==> config.mk <==
export PLATFORM = sky130hd
export DESIGN_NAME = radio_frame_checker_deframer_flat
export DESIGN_NICKNAME = d
export VERILOG_FILES = /design/src/design/rfcd_pkg.sv /design/src/design/rfcd_if.sv /design/src/design/rfcd_core.sv /design/src/design/rfcd_skid.sv /design/src/design/radio_frame_checker_deframer.sv /design/src/flat_wrapper.sv
export SDC_FILE = /design/constraint.sdc
export NUM_CORES = 1
export LEC_CHECK = 0
export ABC_AREA = 0
export BUFFER_PORTS_ARGS = -buffer_cell sky130_fd_sc_hd__clkbuf_2
export CORE_MARGIN = 4
export CORE_UTILIZATION = 36
export CTS_BUF_LIST = sky130_fd_sc_hd__clkbuf_16
export DETAILED_ROUTE_END_ITERATION = 8
export SLEW_MARGIN = 10
export SYNTH_ARGS = -nofsm -noshare
export SYNTH_HDL_FRONTEND = slang
export SYNTH_SLANG_ARGS = --single-unit
export TNS_END_PERCENT = 50
==> constraint.sdc <==
create_clock -name clk -period 11.5 [get_ports clk]
set_input_delay 0.575 -clock clk [delete_from_list [all_inputs] [get_ports clk]]
set_output_delay 0.575 -clock clk [all_outputs]
set_load 0.01 [all_outputs]
==> src/design/rfcd_pkg.sv <==
`default_nettype none

package rfcd_pkg;

    localparam int unsigned POS_W     = 9;
    localparam int unsigned HDR_BYTES = 12;
    localparam logic [POS_W-1:0] HDR_LAST = POS_W'(HDR_BYTES);
    localparam logic [POS_W-1:0] POS_MAX  = {POS_W{1'b1}};

    // header byte positions
    localparam logic [3:0] HB_TYPE   = 4'd0;
    localparam logic [3:0] HB_SOURCE = 4'd1;
    localparam logic [3:0] HB_DEST   = 4'd2;
    localparam logic [3:0] HB_TXID_H = 4'd3;
    localparam logic [3:0] HB_TXID_L = 4'd4;
    localparam logic [3:0] HB_STAMP0 = 4'd5;
    localparam logic [3:0] HB_STAMP1 = 4'd6;
    localparam logic [3:0] HB_STAMP2 = 4'd7;
    localparam logic [3:0] HB_STAMP3 = 4'd8;
    localparam logic [3:0] HB_STAMP4 = 4'd9;
    localparam logic [3:0] HB_STAMP5 = 4'd10;
    localparam logic [3:0] HB_LENGTH = 4'd11;

    // summary status codes
    localparam logic [1:0] STATUS_OK    = 2'd0;
    localparam logic [1:0] STATUS_BAD   = 2'd1;
    localparam logic [1:0] STATUS_SHORT = 2'd2;

    typedef struct packed {
        logic        is_summary;
        logic [7:0]  data_byte;
        logic [7:0]  data_index;
        logic [1:0]  status;
        logic [7:0]  frame_type;
        logic [7:0]  source_id;
        logic [7:0]  dest_id;
        logic [15:0] transmission_id;
        logic [47:0] date_time;
        logic [7:0]  data_length;
    } res_t;

endpackage

`default_nettype wire

==> src/design/rfcd_if.sv <==
`default_nettype none

interface rfcd_in_if;
    logic       valid;
    logic       ready;
    logic [7:0] rx_byte;
    logic       frame_end;

    modport source (output valid, output rx_byte, output frame_end, input ready);
    modport sink   (input valid, input rx_byte, input frame_end, output ready);
endinterface

interface rfcd_out_if;
    logic        valid;
    logic        ready;
    logic        is_summary;
    logic [7:0]  data_byte;
    logic [7:0]  data_index;
    logic [1:0]  status;
    logic [7:0]  frame_type;
    logic [7:0]  source_id;
    logic [7:0]  dest_id;
    logic [15:0] transmission_id;
    logic [47:0] date_time;
    logic [7:0]  data_length;

    modport source (
        output valid, output is_summary, output data_byte, output data_index,
        output status, output frame_type, output source_id, output dest_id,
        output transmission_id, output date_time, output data_length,
        input ready
    );
    modport sink (
        input valid, input is_summary, input data_byte, input data_index,
        input status, input frame_type, input source_id, input dest_id,
        input transmission_id, input date_time, input data_length,
        output ready
    );
endinterface

`default_nettype wire

==> src/design/rfcd_core.sv <==
`default_nettype none

module rfcd_core
    import rfcd_pkg::*;
(
    input  wire logic       clk,
    input  wire logic       rst_n,
    input  wire logic       accept,
    input  wire logic [7:0] rx_byte,
    input  wire logic       frame_end,
    output logic            push,
    output res_t            res
);

    logic [POS_W-1:0] pos_reg, pos_next;
    logic [7:0]       xor_reg, xor_next;
    logic [7:0]       type_reg, type_next;
    logic [7:0]       source_reg, source_next;
    logic [7:0]       dest_reg, dest_next;
    logic [15:0]      txid_reg, txid_next;
    logic [47:0]      stamp_reg, stamp_next;
    logic [7:0]       length_reg, length_next;
    logic [POS_W-1:0] data_off;

    assign data_off = pos_reg - HDR_LAST;

    always_comb
    begin
        pos_next    = pos_reg;
        xor_next    = xor_reg;
        type_next   = type_reg;
        source_next = source_reg;
        dest_next   = dest_reg;
        txid_next   = txid_reg;
        stamp_next  = stamp_reg;
        length_next = length_reg;
        push        = 1'b0;
        res         = '0;

        if (accept && frame_end)
        begin
            push                = 1'b1;
            res.is_summary      = 1'b1;
            res.frame_type      = type_reg;
            res.source_id       = source_reg;
            res.dest_id         = dest_reg;
            res.transmission_id = txid_reg;
            res.date_time       = stamp_reg;
            res.data_length     = length_reg;
            // fewer than 13 bytes including the checksum byte
            if (pos_reg < HDR_LAST)
                res.status = STATUS_SHORT;
            else if (xor_reg != rx_byte)
                res.status = STATUS_BAD;
            else
                res.status = STATUS_OK;
            pos_next    = '0;
            xor_next    = '0;
            type_next   = '0;
            source_next = '0;
            dest_next   = '0;
            txid_next   = '0;
            stamp_next  = '0;
            length_next = '0;
        end
        else if (accept)
        begin
            xor_next = xor_reg ^ rx_byte;
            if (pos_reg != POS_MAX)
                pos_next = pos_reg + POS_W'(1'b1);

            if (pos_reg < HDR_LAST)
            begin
                unique case (pos_reg[3:0])
                    HB_TYPE:   type_next          = rx_byte;
                    HB_SOURCE: source_next        = rx_byte;
                    HB_DEST:   dest_next          = rx_byte;
                    HB_TXID_H: txid_next[15:8]    = rx_byte;
                    HB_TXID_L: txid_next[7:0]     = rx_byte;
                    HB_STAMP0: stamp_next[47:40]  = rx_byte;
                    HB_STAMP1: stamp_next[39:32]  = rx_byte;
                    HB_STAMP2: stamp_next[31:24]  = rx_byte;
                    HB_STAMP3: stamp_next[23:16]  = rx_byte;
                    HB_STAMP4: stamp_next[15:8]   = rx_byte;
                    HB_STAMP5: stamp_next[7:0]    = rx_byte;
                    HB_LENGTH: length_next        = rx_byte;
                    default:   length_next        = length_reg;
                endcase
            end
            else if (data_off < {1'b0, length_reg})
            begin
                push           = 1'b1;
                res.data_byte  = rx_byte;
                res.data_index = data_off[7:0];
            end
        end
    end

    always_ff @(posedge clk or negedge rst_n)
    begin
        if (!rst_n)
        begin
            pos_reg    <= '0;
            xor_reg    <= '0;
            type_reg   <= '0;
            source_reg <= '0;
            dest_reg   <= '0;
            txid_reg   <= '0;
            stamp_reg  <= '0;
            length_reg <= '0;
        end
        else
        begin
            pos_reg    <= pos_next;
            xor_reg    <= xor_next;
            type_reg   <= type_next;
            source_reg <= source_next;
            dest_reg   <= dest_next;
            txid_reg   <= txid_next;
            stamp_reg  <= stamp_next;
            length_reg <= length_next;
        end
    end

endmodule

`default_nettype wire

==> src/design/rfcd_skid.sv <==
`default_nettype none

module rfcd_skid
    import rfcd_pkg::*;
(
    input  wire logic   clk,
    input  wire logic   rst_n,
    input  wire logic   push,
    input  wire res_t   res,
    output logic        in_ready,
    rfcd_out_if.source  out
);

    logic main_valid_reg, main_valid_next;
    logic skid_valid_reg, skid_valid_next;
    res_t main_reg, main_next;
    res_t skid_reg, skid_next;
    logic pop;

    assign pop      = main_valid_reg && out.ready;
    assign in_ready = !skid_valid_reg;

    always_comb
    begin
        main_valid_next = main_valid_reg;
        skid_valid_next = skid_valid_reg;
        main_next       = main_reg;
        skid_next       = skid_reg;
        if (skid_valid_reg)
        begin
            if (pop)
            begin
                main_next       = skid_reg;
                skid_valid_next = 1'b0;
            end
        end
        else if (push)
        begin
            if (!main_valid_reg || pop)
            begin
                main_next       = res;
                main_valid_next = 1'b1;
            end
            else
            begin
                skid_next       = res;
                skid_valid_next = 1'b1;
            end
        end
        else if (pop)
        begin
            main_valid_next = 1'b0;
        end
    end

    always_ff @(posedge clk or negedge rst_n)
    begin
        if (!rst_n)
        begin
            main_valid_reg <= 1'b0;
            skid_valid_reg <= 1'b0;
        end
        else
        begin
            main_valid_reg <= main_valid_next;
            skid_valid_reg <= skid_valid_next;
        end
    end

    always_ff @(posedge clk)
    begin
        main_reg <= main_next;
        skid_reg <= skid_next;
    end

    assign out.valid           = main_valid_reg;
    assign out.is_summary      = main_reg.is_summary;
    assign out.data_byte       = main_reg.data_byte;
    assign out.data_index      = main_reg.data_index;
    assign out.status          = main_reg.status;
    assign out.frame_type      = main_reg.frame_type;
    assign out.source_id       = main_reg.source_id;
    assign out.dest_id         = main_reg.dest_id;
    assign out.transmission_id = main_reg.transmission_id;
    assign out.date_time       = main_reg.date_time;
    assign out.data_length     = main_reg.data_length;

endmodule

`default_nettype wire

==> src/design/radio_frame_checker_deframer.sv <==
`default_nettype none

// channel  dir  payload                                            handshake
// rx       in   rx_byte[7:0], frame_end                            valid/ready
// res      out  is_summary, data_byte, data_index, status,         valid/ready
//               frame_type, source_id, dest_id, transmission_id,
//               date_time[47:0], data_length
//
// one word per cycle while rx.ready is high; a taken byte's result goes into the result register
// when that register is free or being read, else into the skid slot; each byte makes a
// single state update in the core
// rst_n clears the byte position, running xor, captured header and the valid flags of both
// output slots at once
// a stalled res fills the result register, then the skid slot; rx.ready
// drops only while the skid slot is full

module radio_frame_checker_deframer
    import rfcd_pkg::*;
(
    input  wire logic  clk,
    input  wire logic  rst_n,
    rfcd_in_if.sink    rx,
    rfcd_out_if.source res
);

    logic accept;
    logic push;
    logic in_ready;
    res_t core_res;

    // byte taken this cycle
    assign accept   = rx.valid && rx.ready;
    assign rx.ready = in_ready;

    // position counter, xor, header capture and result build
    rfcd_core u_core (
        .clk       (clk),
        .rst_n     (rst_n),
        .accept    (accept),
        .rx_byte   (rx.rx_byte),
        .frame_end (rx.frame_end),
        .push      (push),
        .res       (core_res)
    );

    // result register with a skid slot behind it
    rfcd_skid u_skid (
        .clk      (clk),
        .rst_n    (rst_n),
        .push     (push),
        .res      (core_res),
        .in_ready (in_ready),
        .out      (res)
    );

    // a stalled input means both result slots are occupied
    a_stall_full: assert property (@(posedge clk) disable iff (!rst_n)
        !rx.ready |-> res.valid)
        else $error("rx stalled with no pending result");

    // res is valid in the cycle after the final byte of a frame is taken
    a_end_result: assert property (@(posedge clk) disable iff (!rst_n)
        (rx.valid && rx.ready && rx.frame_end) |=> res.valid)
        else $error("frame end produced no summary");

    // data words carry no header or status
    a_data_clean: assert property (@(posedge clk) disable iff (!rst_n)
        (res.valid && !res.is_summary) |->
            (res.status == STATUS_OK && res.data_length == 8'd0
             && res.transmission_id == 16'd0))
        else $error("data word carries summary fields");

endmodule

`default_nettype wire

==> src/flat_wrapper.sv <==
// flat-port wrapper written by rule: the top's interface ports become plain ports
module radio_frame_checker_deframer_flat import rfcd_pkg::*;
  (clk, rst_n, rx_valid, rx_rx_byte, rx_frame_end, rx_ready, res_valid, res_is_summary, res_data_byte, res_data_index, res_status, res_frame_type, res_source_id, res_dest_id, res_transmission_id, res_date_time, res_data_length, res_ready);
  rfcd_in_if rx_i ();
  rfcd_out_if res_i ();
  input  wire logic clk;
  input  wire logic rst_n;
  input wire logic [$bits(rx_i.valid)-1:0] rx_valid;
  input wire logic [$bits(rx_i.rx_byte)-1:0] rx_rx_byte;
  input wire logic [$bits(rx_i.frame_end)-1:0] rx_frame_end;
  output wire logic [$bits(rx_i.ready)-1:0] rx_ready;
  output wire logic [$bits(res_i.valid)-1:0] res_valid;
  output wire logic [$bits(res_i.is_summary)-1:0] res_is_summary;
  output wire logic [$bits(res_i.data_byte)-1:0] res_data_byte;
  output wire logic [$bits(res_i.data_index)-1:0] res_data_index;
  output wire logic [$bits(res_i.status)-1:0] res_status;
  output wire logic [$bits(res_i.frame_type)-1:0] res_frame_type;
  output wire logic [$bits(res_i.source_id)-1:0] res_source_id;
  output wire logic [$bits(res_i.dest_id)-1:0] res_dest_id;
  output wire logic [$bits(res_i.transmission_id)-1:0] res_transmission_id;
  output wire logic [$bits(res_i.date_time)-1:0] res_date_time;
  output wire logic [$bits(res_i.data_length)-1:0] res_data_length;
  input wire logic [$bits(res_i.ready)-1:0] res_ready;
  assign rx_i.valid = rx_valid;
  assign rx_i.rx_byte = rx_rx_byte;
  assign rx_i.frame_end = rx_frame_end;
  assign rx_ready = rx_i.ready;
  assign res_valid = res_i.valid;
  assign res_is_summary = res_i.is_summary;
  assign res_data_byte = res_i.data_byte;
  assign res_data_index = res_i.data_index;
  assign res_status = res_i.status;
  assign res_frame_type = res_i.frame_type;
  assign res_source_id = res_i.source_id;
  assign res_dest_id = res_i.dest_id;
  assign res_transmission_id = res_i.transmission_id;
  assign res_date_time = res_i.date_time;
  assign res_data_length = res_i.data_length;
  assign res_i.ready = res_ready;
  radio_frame_checker_deframer u_core (.clk(clk), .rst_n(rst_n), .rx(rx_i), .res(res_i));
endmodule
==> out/metrics.yaml, run 1 <==
syn_area_um2: 13700
avgSynthCellArea_um2: 13.5
worst_slew_pin_slew_ns: 1.13
chipHeight_um: 203
tns_ns: 0
end_kind: "flop"
detail_route.wl_per_cell_um: 18.9
layout_min_cycle_time_ns: 4.21
synth_fp_nets: 1043
cp_max_fo: 71
arrival_ns: 4.33
clockBufferDepth: 3
synthFlopType: "edfxtp_1"
nNetsFinal: 1146
nFillCells: 3472
timing.fmax_mhz: 238
drt_wl_total_mm: 31.3
grt_pass1_wl_mm: 49.2
grt_setup_unrepaired: "false"
antenna_left: 0
holdCritPathClass: "input pin to async pin"
gp_congestion: 0.823
finalInstanceArea_um2: 16000
grt_max_degree: 113
r2r_start: "u_core.u_core.pos_reg[2]"
antenna_found_initial: 0
ys_ff_latch: 345
worstSetupPathType: "flop to flop"
rrSetupSlack_ns: 7.29
track_usage_pct: 14.9
cts.root.buffer_cell: "clkbuf_16"
syn2layout_area_growth_pct: 17.1
firstDrtPassIters: 5
reg2regPathDepth: 11
dieArea_um2: 41300
skew_ns: 0.00821
worstPathRequired_ns: 11.62
cts.sinks: 345
drt_iter0_drc: 606
p_leak_nw: 7.39
start_util_pct: 36.5
via_per_inst: 5.08
drive_gt1_share_pct: 16.8
maxSlewViolCount: 0
grt_overflow: 0
io_pins: 130
synth.distinct_cells: 38
fin_crit_sh_pct: 36.6
finalHoldViolCount: 0
setup_violations: 0
vias: 8415
cts.repair.resized: 0
core_um2: 37600
reg2reg_to: "u_core.u_skid.out.transmission_id[1]"
cap_violations: 0
worstSetupStartpointType: "flop"
synthArstFlopShare_pct: 33.3
synth_edf_count: 230
drc_errors: 0
ir_drop_v: 0.000101
dpl_cell_area_um2: 14800
status: "finished clean"
die_x_um: 203
clk_latency_ns: 0.51
fp-row-count: 71
grt_pass1_vias: 8406
seq_area_frac_synth_pct: 71.4
cts_tree: "built"
portBuffers: 129
path_clk_slew_ns: 0.06
largest_register_ffs: 115
p_per_area_nw_per_um2: 188
netlist_instances: 1014
n_antenna_cell: 0
slew-limit-headroom_pct: 23.8
hold_buffers: 0
cts_setup_buffers: 0
numCtsBuffers: 37
yosys_warnings: 0
htree_levels: 2
place_hpwl_mm: 19.2
## power by group
group          switching, mW  internal, mW
sequential            0.0470          1.44
combinational          0.221        0.0970
clock                  0.464         0.745
total                  0.733          2.28
## Yosys cell counts (13+ instances only)
library cell | n | share of area, %
inv_1 | 15 | 0.41
dfrtp_1 | 115 | 21
nand2_1 | 33 | 0.90
nand3_1 | 93 | 3.4
clkbuf_1 | 67 | 1.8
a21o_1 | 99 | 5.4
nor2_1 | 31 | 0.85
a22o_1 | 13 | 0.83
and3_1 | 92 | 4.2
o21ai_0 | 110 | 4.0
edfxtp_1 | 230 | 50
ha_1 | 16 | 1.5
nand4_1 | 14 | 0.64
and2_1 | 13 | 0.59
## cell families (layout without fill, tap and decap cells)
family	count (synthesis)	after routing	synth area share [%]
AOI/OAI and AO/OA	247	247	11.7
DFF	345	345	71.4
muxes	1	1	0.0730
adders and majority gates	16	16	1.46
buffers and inverters	91	223	2.65
xor gates and xnor gates	14	14	0.894
and+or+nand+nor	300	300	11.8
## through the flow
stage | total power [mW] | hold slack, ns | instances | util, % | worst slack [ns]
2_1_floorplan | 1.71 | 0.279 | 1014 | - | 0.311
3_3_place_gp | 1.83 | 0.472 | 1589 | 39.4 | 7.39
3_5_place_dp | 1.84 | 0.481 | 1589 | 39.4 | 7.30
4_1_cts | 3.06 | 0.168 | 1657 | 42.7 | 7.25
5_1_grt | 3.15 | 0.204 | 1657 | 42.7 | 6.97
6_report | 3.02 | 0.145 | 1657 | 42.7 | 7.29
## placed cells by master, fill, tap and decap left out, drive strengths merged
| cell | count |
|---|---|
| edfxtp | 230 |
| clkbuf | 167 |
| dfrtp | 115 |
| o21ai | 111 |
| a21o | 99 |
| nand3 | 93 |
| and3 | 92 |
| nand2 | 33 |
| nor2 | 31 |
| inv | 27 |
| ha | 16 |
| nand4 | 14 |
| and2 | 13 |
| a22o | 13 |
| clkinv | 13 |
| a21oi | 11 |
| xor2 | 10 |
| nor2b | 10 |
| buf | 10 |
| a32o | 8 |
| bufinv | 6 |
| nor3 | 5 |
| xnor2 | 4 |
| a221oi | 2 |
| or3 | 2 |
| and4 | 2 |
| nor4 | 2 |
| a2111oi | 2 |
| nand3b | 1 |
| nand2b | 1 |
| nor3b | 1 |
| o22ai | 1 |
| mux2i | 1 |
## worst max-delay path by stage
| stage | startpoint | end | slack [ns] | cells past startpoint |
|---|---|---|---|---|
| after global routing | u_core.u_core.pos_reg[2] | u_core.u_skid.out.date_time[9] | 6.97 | 11 |
| after CTS | u_core.u_core.pos_reg[2] | u_core.u_skid.out.date_time[22] | 7.25 | 11 |
| after global placement | u_core.u_core.pos_reg[2] | u_core.u_skid.out.transmission_id[6] | 7.39 | 11 |
| after detailed placement | u_core.u_core.pos_reg[2] | u_core.u_skid.out.transmission_id[1] | 7.30 | 11 |
| after floorplan | u_core.u_core.pos_reg[2] | u_core.u_skid.skid_reg[0] | 0.31 | 9 |
| final | u_core.u_core.pos_reg[2] | u_core.u_skid.out.transmission_id[1] | 7.29 | 11 |
## area by class of cell
| type | count | area (um2) | area share (%) |
|---|---|---|---|
| clock buffers | 39 | 976 | 6.08 |
| clock inverters | 29 | 273 | 1.70 |
| inverters | 17 | 63.8 | 0.398 |
| multi-input cells | 578 | 3590 | 22.4 |
| flip-flops and latches | 345 | 9790 | 61.0 |
| well taps | 511 | 639 | 3.98 |
| repair buffers | 138 | 719 | 4.48 |
## routing by layer
metal / GRT usage [%] / up-vias / share of wire (%)
li1: - / 3977 / -
met5: 0 / - / 0
met3: 3.20 / 45 / 5.7
met4: 3.81 / 0 / 2.0
met2: 23.4 / 230 / 47
met1: 21.3 / 4163 / 45
## critical path, cell delays in order, from the launching register on
cell and delay, ns:
dfrtp_1 0.46, ha_1 0.31, nor3_1 0.19, xor2_1 0.26
ha_1 0.29, a21oi_1 0.14, nor2b_1 0.08, a2111oi_4 0.40
a221oi_1 0.18, nor2_4 0.10, buf_4 0.46, buf_4 0.78
Note: power is estimated with default switching activity, not from simulation.
==> inputs of run 2 (changes only) <==
clock period = 4 ns   (was 11.5 ns; I/O delays follow)
==> run 2 against run 1 <==
Net effect:
- total power rose to 2.8 times the previous value
- fmax rose by 27%
- cell area barely moved
- sequential power rose to 2.9 times the previous value
- wire length rose by 0.70%
- count of clock-buffer cells in the layout fell by 2
- utilization barely moved
- first-iteration DRC count fell by 1.3%
- register-to-register slack got worse by 6.6 ns
- largest power group unchanged
==> out/metrics.yaml, run 2 (same netlist as run 1, synthesis figures left out) <==
status: "finished clean"
grt_overflow: 0  # unchanged
drive_gt1_share_pct: 17.7  # +0.90 points
p_sw_mw: 2.13  # +190%
firstDrtPassIters: 5  # unchanged
path_buf_inv: 1  # -1
slew-limit-headroom_pct: 27.7  # +3.9 points
detail_route.wl_per_cell_um: 19.0  # +0.46%
fp-row-count: 71  # unchanged
cts.repair.resized: 0  # unchanged
start_util_pct: 36.5  # unchanged
final_common_cell: "edfxtp_1"
htree_levels: 2  # unchanged
core_um2: 37600  # unchanged
min_path_cells: 3
timing.fmax_mhz: 303  # +27%
worstPathRequired_ns: 4.14  # -7.48 ns
reg2reg_to: "u_core.u_skid.skid_reg[32]"
cp_slowest_stage_delay_ns: 0.72  # -0.06 ns
chipHeight_um: 203  # unchanged
clockBufferDepth: 3  # unchanged
worst_slew_pin_slew_ns: 1.08  # -0.0496 ns
place_hpwl_mm: 19.5  # +1.8%
via_per_inst: 5.04  # -0.67%
nNetsFinal: 1152  # +0.52%
p_leak_nw: 7.36  # -0.39%
vias: 8379  # -0.43%
grt_max_degree: 99  # -12%
fin_crit_sh_pct: 82.5  # +46 points
internal-power_mw: 6.31  # +180%
drc_errors: 0  # unchanged
crit_path_top_delay_cell: "nor4_4"
end_kind: "flop"
antenna_found_initial: 1  # +1
ir_drop_v: 0.000278  # +170%
syn2layout_area_growth_pct: 17.0  # about the same
die_x_um: 203  # unchanged
drt_iter0_drc: 598  # -1.3%
arrival_ns: 3.45  # -0.88 ns
cts_tree: "built"
worstSetupStartpointType: "flop"
cap_violations: 0  # unchanged
grt_pass1_wl_mm: 50.4  # +2.4%
rrSetupSlack_ns: 0.70  # -6.59 ns
layout_min_cycle_time_ns: 3.30  # -0.905 ns
portBuffers: 129  # unchanged
largest_register_ffs: 115  # unchanged
p_per_area_nw_per_um2: 526  # +180%
startpoint: "u_core.u_core.pos_reg[6]"
setup_violations: 0  # unchanged
cp_top_family: "simple AND/OR/NAND/NOR gates"
grt_pass1_vias: 8447  # +0.49%
dieArea_um2: 41300  # unchanged
io_pins: 130  # unchanged
cts.root.buffer_cell: "clkbuf_16"
numCtsBuffers: 37  # unchanged
drt_wl_total_mm: 31.5  # +0.70%
crit_chain: "nor4_4 -> nand3b_2 -> a2111oi_4 -> a21oi_2 -> nor3b_4 -> buf_4"
clk_latency_ns: 0.51  # about the same
nFillCells: 3466  # -0.17%
path_clk_slew_ns: 0.06  # about the same
cts_setup_buffers: 0  # unchanged
final_cell_mix: "edfxtp_1 (230), clkbuf_2 (128), dfrtp_1 (112), o21ai_0 (110), a21o_1 (99)"
swShare_pct: 25.2  # +0.91 points
track_usage_pct: 15.2  # +0.36 points
seq_power_share_pct: 50.8  # +1.4 points
antenna_left: 0  # unchanged
gp_congestion: 0.798  # -3.0%
hp-start: "rx_rx_byte[6]"
grt_setup_unrepaired: "false"
worstSetupPathType: "flop to flop"
clkPwrFrac_pct: 38.2  # -1.9 points
n_antenna_cell: 0  # unchanged
finalHoldViolCount: 0  # unchanged
holdCritPathClass: "input pin to flop"
r2r_start: "u_core.u_core.pos_reg[6]"
reg2regPathDepth: 6  # -5
maxSlewViolCount: 0  # unchanged
cts.sinks: 345  # unchanged
cp_max_fo: 46  # -35%
combPwrFrac_pct: 11.1  # +0.5 points
power_mw: 8.43  # +180%
tns_ns: 0  # unchanged
hold_path_end: "u_core.u_core.xor_reg[6]"
skew_ns: 0.0108  # +0.00259 ns
==> run 2: metal layers <==
metal,track usage (%),vias to the layer above,part of all wire (%)
met5,0,-,0.022
met2,23.7,181,46
met1,22.2,4163,47
met4,3.35,2,1.8
li1,-,3984,-
met3,3.29,49,5.0
==> run 2: tightest hold or removal path, cell delays in order <==
cell and delay [ns]:
clkbuf_2 0.16, nand2_1 0.08, o21ai_0 0.06
==> run 2: how the worst max path moves through the flow <==
stage | slack (ns) | depth (start not counted) | to
floorplan | -1.23 | 9 | u_core.u_skid.skid_reg[0]
global placement | 0.81 | 9 | u_core.u_skid.skid_reg[12]
detailed placement | 0.75 | 6 | u_core.u_skid.skid_reg[40]
CTS | 0.73 | 6 | u_core.u_skid.skid_reg[106]
global route | 0.49 | 10 | u_core.u_skid.skid_reg[34]
finish | 0.70 | 6 | u_core.u_skid.skid_reg[32]
==> run 2: timing repair <==
| item | in CTS | in global routing |
|---|---|---|
| hold buffers | 2 | 0 |
| setup endpoints to repair | 0 | 0 |
| endpoints found under the hold margin | 62 | 0 |
==> run 2: stage by stage <==
step	setup WS [ns]	cell area [um2]	cells	hold slack, ns	utilization, %
final	0.699	16000	1661	0.0497	42.7
after global routing	0.493	16000	1661	0.0756	42.7
after CTS	0.728	16000	1661	0.0298	42.7
after detailed placement	0.747	14900	1593	0.362	39.6
after global placement	0.811	14900	1593	0.353	39.6
after floorplan	-1.23	13800	1014	-0.0956	-
==> run 2: layout make-up <==
| cell class | instances | area (um2) | area share (%) |
|---|---|---|---|
| Multi-Input combinational cell | 578 | 3620 | 22.6 |
| Inverter | 17 | 63.8 | 0.398 |
| Timing Repair Buffer | 144 | 791 | 4.93 |
| Tap cell | 511 | 639 | 3.99 |
| Clock inverter | 29 | 208 | 1.29 |
| Clock buffer | 37 | 926 | 5.77 |
| Sequential cell | 345 | 9790 | 61.0 |
==> run 2: power by group through the flow <==
stage	Combinational (mW)	Clock, mW	Sequential [mW]
finish	0.935	3.22	4.28
global route	1.06	3.47	4.31
CTS	0.958	3.30	4.28
detailed placement	0.950	0	4.35
global placement	0.931	0	4.35
floorplan	0.510	0	4.38
